[config.mk]
export PLATFORM = sky130hd
export DESIGN_NAME = sle_ram
export DESIGN_NICKNAME = d
export VERILOG_FILES = /design/src/hdl/sle_ram.sv
export SDC_FILE = /design/constraint.sdc
export NUM_CORES = 1
export LEC_CHECK = 0
export BUFFER_PORTS_ARGS = -buffer_cell sky130_fd_sc_hd__buf_2
export CORE_ASPECT_RATIO = 1.25
export CORE_UTILIZATION = 50
export DETAILED_ROUTE_END_ITERATION = 10
export PLACE_DENSITY = 0.66
export SETUP_SLACK_MARGIN = 0.05
export SYNTH_ARGS = -nofsm -noshare
export SYNTH_HDL_FRONTEND = slang
export SYNTH_SLANG_ARGS = --single-unit
[constraint.sdc]
create_clock -name clk -period 2.4 [get_ports clk]
set_input_delay 0.12 -clock clk [delete_from_list [all_inputs] [get_ports clk]]
set_output_delay 0.12 -clock clk [all_outputs]
set_load 0.01 [all_outputs]
[src/hdl/sle_ram.sv]
// ---------------------------------------------------------------------------
// sle_ram: generic single-port-write, single-port-read RAM
// One write and one registered read per cycle.
// ---------------------------------------------------------------------------
module sle_ram #(
	parameter int WIDTH = 8,
	parameter int DEPTH = 64
) (
	input  logic                     clk,
	input  logic                     we,
	input  logic [$clog2(DEPTH)-1:0] waddr,
	input  logic [WIDTH-1:0]         wdata,
	input  logic [$clog2(DEPTH)-1:0] raddr,
	output logic [WIDTH-1:0]         rdata
);

	logic [WIDTH-1:0] mem [DEPTH];
	logic [WIDTH-1:0] rdata_q;

	always_ff @(posedge clk) begin
		if (we) begin
			mem[waddr] <= wdata;
		end
		rdata_q <= mem[raddr];
	end

	assign rdata = rdata_q;

endmodule

==> results of run 1 <==
==> report_power, final <==
part / leakage (nW) / switching (W) / internal (W) / total, W
clock network: 0.745 / 0.00316 / 0.00438 / 0.00754
registers: 4.67 / 0.0000319 / 0.0100 / 0.0101
logic: 2.02 / 0.000580 / 0.000401 / 0.000981
total: 7.44 / 0.00377 / 0.0148 / 0.0186
==> registers in the layout, summed over array words and instances (netlist names) <==
signal,flops
rdata,8
mem,512
==> path summary, 6_finish.rpt <==
check	start	end	cells past startpoint
setup / recovery	mem[47][1]	rdata[1]	5
hold / removal	waddr[1]	mem[51][3]	3
setup reg to reg	mem[47][1]	rdata[1]	5
hold reg to reg	mem[31][6]	rdata[6]	3
==> kinds of logic (layout without fill, tap and decap cells) <==
group,Yosys count,count (layout),synth area share [%]
buffers and inverters,51,223,1.57
AO/OA/AOI/OAI,54,54,2.07
flip-flops,520,520,77.0
multiplexers,162,162,15.9
other,0,3,0
AND/OR/NAND/NOR,153,153,3.39
==> Yosys cell counts (8+ instances only) <==
library cell                 n  area [um2]
sky130_fd_sc_hd__edfxtp_1  512       15400
sky130_fd_sc_hd__mux4_2    126        2840
sky130_fd_sc_hd__nor2_1     83         312
sky130_fd_sc_hd__mux2i_1    23         230
sky130_fd_sc_hd__nand2_1    19        71.3
sky130_fd_sc_hd__clkbuf_1   17        63.8
sky130_fd_sc_hd__nor2b_1    14        87.6
sky130_fd_sc_hd__buf_4      13        97.6
sky130_fd_sc_hd__mux2_2     13         146
sky130_fd_sc_hd__nand3_1    13        65.1
sky130_fd_sc_hd__buf_2      11        55.1
sky130_fd_sc_hd__dfxtp_1     8         160
sky130_fd_sc_hd__o221ai_1    8        70.1
sky130_fd_sc_hd__o22ai_1     8        50.1
==> stage by stage <==
stage          power [W]  setup WS [ns]
6_report          0.0186          0.343
2_1_floorplan     0.0108          0.612
5_1_grt           0.0191          0.292
3_3_place_gp      0.0112         0.0297
3_5_place_dp      0.0113         0.0201
4_1_cts           0.0187          0.365
==> worst max-delay path: cells and delay by family, from the launching register on <==
family	cells	cell delay (ns)
buffers and inverters	1	0.21
flip-flops	1	0.36
multiplexers	2	0.78
AO/OA/AOI/OAI	2	0.60
==> cell type report <==
cell class	count	area [um2]
flip-flops and latches	520	15500
clock inverters	25	275
fillers	2777	16300
well taps	498	623
repair buffers	137	1130
multi-input cells	369	4320
diodes	3	7.51
clock buffers	61	1270
==> routing by layer <==
metal,up-vias,global-route usage [%],share of wire [%]
met5,-,0,0
met4,0,8.23,3.4
met3,87,4.06,7.4
met2,382,36.1,49
met1,5118,29.8,40
li1,4196,-,-
==> timing repair <==
| action | CTS | global route |
|---|---|---|
| hold buffers | 1 | 0 |
| gates resized for setup | 0 | 0 |
| hold endpoints to repair | 5 | 0 |
==> metrics.log, run 1 <==
[metrics] number of global-route vias before repair: 9984
[metrics] critical path data arrival time: 2.51 ns
[metrics] maxcap violations: 0
[metrics] largest net degree at the start of global routing: 65
[metrics] nets@finish: 1098
[metrics] kind of capture point of the worst setup path: register
[metrics] Util after Layout: 58.8%
[metrics] max-slew violation count: 0
[metrics] die width: 182 um
[metrics] endpoint required time on the critical path: 2.85 ns
[metrics] GR Overflow Total: 0
[metrics] vias per cell: 6.07
[metrics] Hold WC Path Type: in2reg
[metrics] number of nets with antenna violations after detailed routing: 0
[metrics] Clock Latency Late Sink: 0.57 ns
[metrics] synthesized cell area: 20200 um2
[metrics] Vias: 9783
[metrics] first-pass GRT wire length: 64700 um
[metrics] antenna violations before repair: 2
[metrics] HPWL after DPL: 28100 um
[metrics] setup repair after global routing missed its margin: false
[metrics] worst-margin pin slew: 1.15 ns
[metrics] sum of routed wire length over all layers: 43800 um
[metrics] CTS root buffer: sky130_fd_sc_hd__clkbuf_16
[metrics] per-instance average area after synthesis: 21.5 um2
[metrics] Total Die Area: 41100 um2
[metrics] ratio of cells with drive above 1 in the final layout: 30.8%
[metrics] critical path launch point type: register
[metrics] gate count of the mapped netlist: 940
[metrics] number of clock sinks seen by CTS: 520
[metrics] First-pass DRT Iterations: 5
[metrics] biggest fanout along the worst timing path: 1
[metrics] critical path cell sequence: mux4_2 -> mux2_2 -> a221oi_1 -> buf_4 -> o2bb2ai_1
[metrics] post-synthesis net count: 962
[metrics] Min Hold Slack: 0.0941 ns
[metrics] slowest cell on the critical path: sky130_fd_sc_hd__a221oi_1
[metrics] initial standard-cell utilization of the core: 51.2%
[metrics] Largest stage delay, worst path: 0.54 ns
[metrics] Sum Neg Setup Slack: 0 ns
[metrics] Max Clk Rate: 0.486 GHz
[metrics] number of synthesized flops with an enable pin: 512
[metrics] total DRC errors in the routed layout: 0
[metrics] outcome: complete, no violations
[metrics] sequential fraction of the synthesis area: 77.0%
[metrics] remaining max-slew budget at the tightest pin: 23.2%
[metrics] total power per unit cell area: 803 nW/um2
[metrics] initial DRC count: 1072
[metrics] worst-case register-to-register setup slack: 0.34 ns
[metrics] Layout Area Growth over Synthesis: 14.9%
[metrics] clock buffers created by TritonCTS: 48
[metrics] final worst path period share: 85.7%
[metrics] count of unique library cells instantiated by Yosys: 40
[metrics] final non-filler cell total: 1613
[metrics] count of endpoints failing hold in the final timing report: 0
[metrics] Async SR Flop Fraction: 0%
[metrics] VDD IR-drop max: 0.000613 V
[metrics] post-route cell area: 23200 um2
[metrics] total placed cells including tap cells: 1523
[metrics] number of flip-flops and latches in the synthesized netlist: 520
[metrics] synth warn: 0
[metrics] H-tree levels: 2
[metrics] overall global routing resource usage: 22.0%
[metrics] leakage power of the design: 7.44 nW
[metrics] minimum clock period: 2.06 ns
[metrics] number of cell rows: 81
[metrics] instance area at placement: 21600 um2
[metrics] height of the die: 227 um
[metrics] Layout Skew: 0.0206 ns
[metrics] commonest cells after routing, fill and taps aside: sky130_fd_sc_hd__edfxtp_1, sky130_fd_sc_hd__mux4_2, sky130_fd_sc_hd__buf_4
[metrics] final-report setup violation count: 0
[metrics] deepest clock path buffer count: 3
[metrics] Top FF cell, synth: sky130_fd_sc_hd__edfxtp_1
[metrics] number of setup buffers added after CTS: 0
[metrics] routed length per placed instance: 27.1 um
[metrics] placer's final routability congestion estimate: 0.833
[metrics] total I/O pin count: 30
[metrics] clock transition at the registers of the reported paths: 0.07 ns
[metrics] clock tree from TritonCTS: done
[metrics] core region area: 39400 um2
[metrics] most common cell after layout, fill and taps aside: sky130_fd_sc_hd__edfxtp_1
[metrics] critical path class: reg2reg
[metrics] input/output buffers: 29
Power figures use the tool's default switching activity.
==> inputs of run 2 (changes only) <==
--- a/config.mk
+++ b/config.mk
@@ -9,7 +9,7 @@
 export CORE_ASPECT_RATIO = 1.25
 export CORE_UTILIZATION = 50
 export DETAILED_ROUTE_END_ITERATION = 10
-export PLACE_DENSITY = 0.66
+export PLACE_DENSITY = 0.68
 export SETUP_SLACK_MARGIN = 0.05
 export SYNTH_ARGS = -nofsm -noshare
 export SYNTH_HDL_FRONTEND = slang
==> constraint.sdc (replaced) <==
create_clock -name clk -period 1.8 [get_ports clk]
set_input_delay 0.09 -clock clk [delete_from_list [all_inputs] [get_ports clk]]
set_output_delay 0.09 -clock clk [all_outputs]
set_load 0.01 [all_outputs]
==> metrics.log, run 2 (synthesis gave the netlist of run 1 again) <==
[metrics] outcome: finished with violations
[metrics] violations in the final reports: negative setup slack
[metrics] worst-case register-to-register setup slack: -0.1 ns
[metrics] worst-margin pin slew: 1.19 ns
[metrics] share of power burned in combinational logic: 5.8%
[metrics] total power per unit cell area: 1060 nW/um2
[metrics] placer's final routability congestion estimate: 0.835
[metrics] commonest cells after routing, fill and taps aside: sky130_fd_sc_hd__edfxtp_1, sky130_fd_sc_hd__buf_4, sky130_fd_sc_hd__mux4_2
[metrics] clock network fraction of design power: 40.5%
[metrics] source of the critical timing path: mem[28][6]
[metrics] clock transition at the registers of the reported paths: 0.06 ns
[metrics] largest net degree at the start of global routing: 65
[metrics] number of global-route vias before repair: 10281
[metrics] leakage power of the design: 7.72 nW
[metrics] nets@finish: 1143
[metrics] largest delay contributor family on the critical path: multiplexers
[metrics] initial standard-cell utilization of the core: 51.2%
[metrics] Max Clk Rate: 0.527 GHz
[metrics] beginning of the worst hold path: wdata[7]
[metrics] critical path data arrival time: 2.33 ns
[metrics] flip-flop count of the largest register after layout: 512
[metrics] Largest stage delay, worst path: 0.47 ns
[metrics] remaining max-slew budget at the tightest pin: 20.5%
[metrics] VDD IR-drop max: 0.000686 V
[metrics] most common cell after layout, fill and taps aside: sky130_fd_sc_hd__edfxtp_1
[metrics] kind of capture point of the worst setup path: register
[metrics] critical path class: reg2reg
[metrics] H-tree levels: 2
[metrics] clock tree from TritonCTS: done
[metrics] total DRC errors in the routed layout: 0
[metrics] switching share of total power: 20.6%
[metrics] first-pass GRT wire length: 66600 um
[metrics] Layout Skew: 0.0210 ns
[metrics] vias per cell: 6.04
[metrics] total placed cells including tap cells: 1565
[metrics] CTS root buffer: sky130_fd_sc_hd__clkbuf_16
[metrics] minimum clock period: 1.90 ns
[metrics] routed length per placed instance: 26.8 um
[metrics] maxcap violations: 0
[metrics] critical path cell sequence: mux4_2 -> mux2_2 -> o221a_2 -> nor3_4 -> o32ai_4
[metrics] HPWL after DPL: 28600 um
[metrics] height of the die: 227 um
[metrics] First-pass DRT Iterations: 5
[metrics] initial DRC count: 909
[metrics] critical path launch point type: register
[metrics] total buffers and inverters traversed by the critical path: 0
[metrics] count of endpoints failing hold in the final timing report: 0
[metrics] Tot Pwr: 0.0250 W
[metrics] slowest cell on the critical path: sky130_fd_sc_hd__mux4_2
[metrics] core region area: 39400 um2
[metrics] endpoint required time on the critical path: 2.23 ns
[metrics] sum of routed wire length over all layers: 44600 um
[metrics] final non-filler cell total: 1661
[metrics] max-slew violation count: 0
[metrics] Net Sw Power: 0.00516 W
[metrics] Clock Latency Late Sink: 0.58 ns
[metrics] Internal: 0.0198 W
[metrics] largest register by flop count: mem
[metrics] Reg-to-Reg Start: mem[28][6]
[metrics] clock buffers created by TritonCTS: 48
[metrics] number of nets with antenna violations after detailed routing: 0
[metrics] register share of total power: 53.7%
[metrics] final setup margin: -0.0972 ns
[metrics] final-report setup violation count: 7
[metrics] ratio of cells with drive above 1 in the final layout: 35.7%
[metrics] setup repair after global routing missed its margin: true
[metrics] Vias: 10029
[metrics] biggest fanout along the worst timing path: 1
[metrics] die width: 182 um
[metrics] antenna violations before repair: 4
[metrics] deepest clock path buffer count: 3
[metrics] GR Overflow Total: 0
[metrics] Total Die Area: 41100 um2
[metrics] total I/O pin count: 30
[metrics] final worst path period share: 105%
[metrics] input/output buffers: 29
[metrics] Layout Area Growth over Synthesis: 17.5%
[metrics] Post-Place Worst Slack: -0.603 ns
[metrics] number of clock sinks seen by CTS: 520
[metrics] overall global routing resource usage: 22.7%
[metrics] number of cell rows: 81
[metrics] Hold WC Path Type: in2reg
==> run 2: worst paths after layout <==
kind / end / cells past startpoint
worst max register to register: rdata[6] / 5
worst min register to register: rdata[2] / 4
worst min-delay path: mem[39][7] / 1
worst max-delay path: rdata[6] / 5
==> run 2: layout make-up <==
cell class                 instances  area [um2]
clock inverter                    23         226
antenna                            3        7.51
clock buffer                      66        1350
timing repair buffer             182        1480
fill                            2769       15700
multi-input combinational        369        4480
sequential                       520       15500
tap                              498         623
==> run 2: worst reg2reg max path: cells and delay by family, from the launching register on <==
family | cells | cell delay [ns]
flops | 1 | 0.38
mux | 2 | 0.75
simple gates | 1 | 0.22
compound gates | 2 | 0.42
==> run 2: repair_timing <==
item | CTS | global route
endpoints found under the setup margin | 8 | 8
hold buffers | 4 | 0
setup buffers | 0 | 0
resized for setup | 24 | 11
hold endpoints to repair | 12 | 0
pin swaps | 4 | 7
==> run 2: metal layers <==
layer / GRT usage (%) / routed length, um / vias to the layer above
li1: - / - / 4287
met1: 29.8 / 17700 / 5247
met2: 37.6 / 22000 / 397
met3: 4.50 / 3220 / 96
met4: 8.80 / 1680 / 2
met5: 0 / 12 / -
==> run 2: through the flow <==
step                TNS (ns)  hold slack, ns  utilization (%)  instance area, um2
floorplan                  0           0.189                -               20200
global placement       -2.91           0.495             55.6               21900
detailed placement     -3.28           0.492             55.6               21900
CTS                   -0.378         0.00963             59.9               23600
global route          -0.659          0.0478             60.1               23700
finish                -0.332          0.0336             60.1               23700
==> run 2: power by group through the flow <==
stage	Combinational (W)	Clock, W	Sequential [W]
after floorplan	0.000715	0	0.0137
after global placement	0.00135	0	0.0137
after detailed placement	0.00138	0	0.0137
after CTS	0.00144	0.0102	0.0134
after global routing	0.00153	0.0107	0.0134
final	0.00144	0.0101	0.0134
==> inputs of run 3 (changes only) <==
==> config.mk (replaced) <==
export PLATFORM = sky130hd
export DESIGN_NAME = sle_ram
export DESIGN_NICKNAME = d
export VERILOG_FILES = /design/src/hdl/sle_ram.sv
export SDC_FILE = /design/constraint.sdc
export NUM_CORES = 1
export LEC_CHECK = 0
export BUFFER_PORTS_ARGS = -buffer_cell sky130_fd_sc_hd__clkbuf_2
export CORE_ASPECT_RATIO = 1.25
export CORE_UTILIZATION = 50
export DETAILED_ROUTE_END_ITERATION = 10
export PLACE_DENSITY = 0.66
export SETUP_SLACK_MARGIN = 0.05
export SYNTH_ARGS = -nofsm -noshare
export SYNTH_HDL_FRONTEND = slang
export SYNTH_SLANG_ARGS = --single-unit
export TNS_END_PERCENT = 1
==> constraint.sdc (replaced) <==
create_clock -name clk -period 2.1 [get_ports clk]
set_input_delay 0.105 -clock clk [delete_from_list [all_inputs] [get_ports clk]]
set_output_delay 0.105 -clock clk [all_outputs]
set_load 0.01 [all_outputs]
==> metrics.log, run 3 (synthesis gave the netlist of run 1 again) <==
[metrics] outcome: complete, no violations
[metrics] routed length per placed instance: 27.0 um
[metrics] first-pass GRT wire length: 65600 um
[metrics] critical path data arrival time: 2.40 ns
[metrics] initial DRC count: 1041
[metrics] final setup margin: 0.120 ns
[metrics] height of the die: 227 um
[metrics] Post-Place Worst Slack: -0.193 ns
[metrics] endpoint required time on the critical path: 2.52 ns
[metrics] number of global-route vias before repair: 10263
[metrics] post-route cell area: 23400 um2
[metrics] initial standard-cell utilization of the core: 51.2%
[metrics] Hold Crit Endpoint: mem[17][0]
[metrics] die width: 182 um
[metrics] clock buffers created by TritonCTS: 48
[metrics] nets@finish: 1126
[metrics] largest net degree at the start of global routing: 65
[metrics] clock tree from TritonCTS: done
[metrics] Reg-to-Reg Start: mem[29][6]
[metrics] final non-filler cell total: 1640
[metrics] total DRC errors in the routed layout: 0
[metrics] HPWL after DPL: 28700 um
[metrics] max-slew violation count: 0
[metrics] antenna violations before repair: 0
[metrics] Layout Area Growth over Synthesis: 16.1%
[metrics] number of setup buffers added after CTS: 0
[metrics] critical path class: reg2reg
[metrics] number of instances on the worst hold path: 2
[metrics] H-tree levels: 2
[metrics] total power per unit cell area: 914 nW/um2
[metrics] worst-margin pin slew: 0.747 ns
[metrics] instance area at placement: 21800 um2
[metrics] Clock Latency Late Sink: 0.56 ns
[metrics] multi-input logic area: 4330 um2
[metrics] sum of routed wire length over all layers: 44300 um
[metrics] overall global routing resource usage: 22.3%
[metrics] Max Clk Rate: 0.505 GHz
[metrics] Vias: 9803
[metrics] input/output buffers: 29
[metrics] total I/O pin count: 30
[metrics] filler instances: 2798
[metrics] Layout Skew: 0.0163 ns
[metrics] largest register by flop count: mem
[metrics] flip-flop count of the largest register after layout: 512
[metrics] setup repair after global routing missed its margin: false
[metrics] remaining max-slew budget at the tightest pin: 50.2%
[metrics] number of buffers inserted for hold repair after clock tree synthesis: 0
[metrics] total placed cells including tap cells: 1552
[metrics] final worst path period share: 94.3%
[metrics] deepest clock path buffer count: 3
[metrics] depth of the worst register-to-register path: 6
[metrics] core region area: 39400 um2
[metrics] commonest cells after routing, fill and taps aside: sky130_fd_sc_hd__edfxtp_1, sky130_fd_sc_hd__mux4_2, sky130_fd_sc_hd__buf_4
[metrics] number of clock sinks seen by CTS: 520
[metrics] beginning of the worst hold path: wdata[0]
[metrics] clock transition at the registers of the reported paths: 0.07 ns
[metrics] GR Overflow Total: 0
[metrics] maxcap violations: 0
[metrics] minimum clock period: 1.98 ns
[metrics] Total Die Area: 41100 um2
[metrics] worst-case register-to-register setup slack: 0.12 ns
[metrics] count of endpoints failing hold in the final timing report: 0
[metrics] Min Hold Slack: 0.0372 ns
[metrics] Tot Pwr: 0.0214 W
[metrics] leakage power of the design: 7.62 nW
[metrics] biggest fanout along the worst timing path: 1
[metrics] vias per cell: 5.98
[metrics] First-pass DRT Iterations: 5
[metrics] kind of capture point of the worst setup path: register
[metrics] flip-flop and latch area: 15500 um2
[metrics] Reg-to-Reg End: rdata[6]
[metrics] number of cell rows: 81
[metrics] CTS root buffer: sky130_fd_sc_hd__clkbuf_16
[metrics] VDD IR-drop max: 0.000558 V
[metrics] antenna diode instance count: 0
[metrics] critical path launch point type: register
[metrics] most common cell after layout, fill and taps aside: sky130_fd_sc_hd__edfxtp_1
[metrics] number of nets with antenna violations after detailed routing: 0
[metrics] ratio of cells with drive above 1 in the final layout: 33.4%
[metrics] Hold WC Path Type: in2reg
[metrics] placer's final routability congestion estimate: 0.838
[metrics] final-report setup violation count: 0
[run 3: cell count changes in the layout (fill, tap and decap cells not counted), moves of 5 or more]
cell,previous run,this run
sky130_fd_sc_hd__clkbuf_2,0,26
sky130_fd_sc_hd__buf_4,137,125
sky130_fd_sc_hd__buf_2,26,0
sky130_fd_sc_hd__nor2_1,78,83
[run 3: worst max-delay path by stage]
stage,start,end,slack (ns),cells after the start
finish,mem[29][6],rdata[6],0.12,6
global route,mem[29][6],rdata[6],0.05,6
floorplan,raddr[1],rdata[3],0.33,7
detailed placement,raddr[0],rdata[3],-0.19,8
global placement,raddr[0],rdata[7],-0.18,8
CTS,mem[21][6],rdata[6],0.007,6
[run 3: timing repair]
action                                  in CTS  in global routing
pin swaps                                    0                  1
resized for setup                            1                  1
endpoints found under the setup margin       2                  1
[run 3: report_power, final]
| part | total, W | internal [W] | leakage (nW) | switching (W) |
|---|---|---|---|---|
| Combinational | 0.00115 | 0.000481 | 2.16 | 0.000672 |
| Clock | 0.00872 | 0.00508 | 0.787 | 0.00364 |
| Sequential | 0.0115 | 0.0115 | 4.67 | 0.0000345 |
| Total | 0.0214 | 0.0170 | 7.62 | 0.00435 |
[run 3: critical path, stage by stage (launching register included)]
cell and delay [ns]:
sky130_fd_sc_hd__edfxtp_1 0.38, sky130_fd_sc_hd__mux4_2 0.47, sky130_fd_sc_hd__mux2_2 0.28, sky130_fd_sc_hd__o221a_2 0.29, sky130_fd_sc_hd__nor3_2 0.17, sky130_fd_sc_hd__buf_4 0.16, sky130_fd_sc_hd__o32ai_1 0.10
[run 3: layer usage]
metal,GRT usage [%],wire length [um],up-vias
met5,0,0,-
met4,8.61,1490,0
met3,3.13,2580,85
met2,37.5,22400,330
met1,29.8,17800,5134
li1,-,-,4254
[run 3: cell type report]
class | count | area share, %
tap | 498 | 2.66
timing repair buffer | 165 | 5.74
sequential | 520 | 66.4
clock inverter | 29 | 1.26
clock buffer | 59 | 5.49
multi-input combinational | 369 | 18.5
[run 3: through the flow]
step / utilization, % / setup TNS [ns]
after CTS: 59.4 / 0
after global placement: 55.3 / -0.612
after detailed placement: 55.3 / -0.864
after floorplan: - / 0
after global routing: 59.4 / 0
final: 59.4 / 0
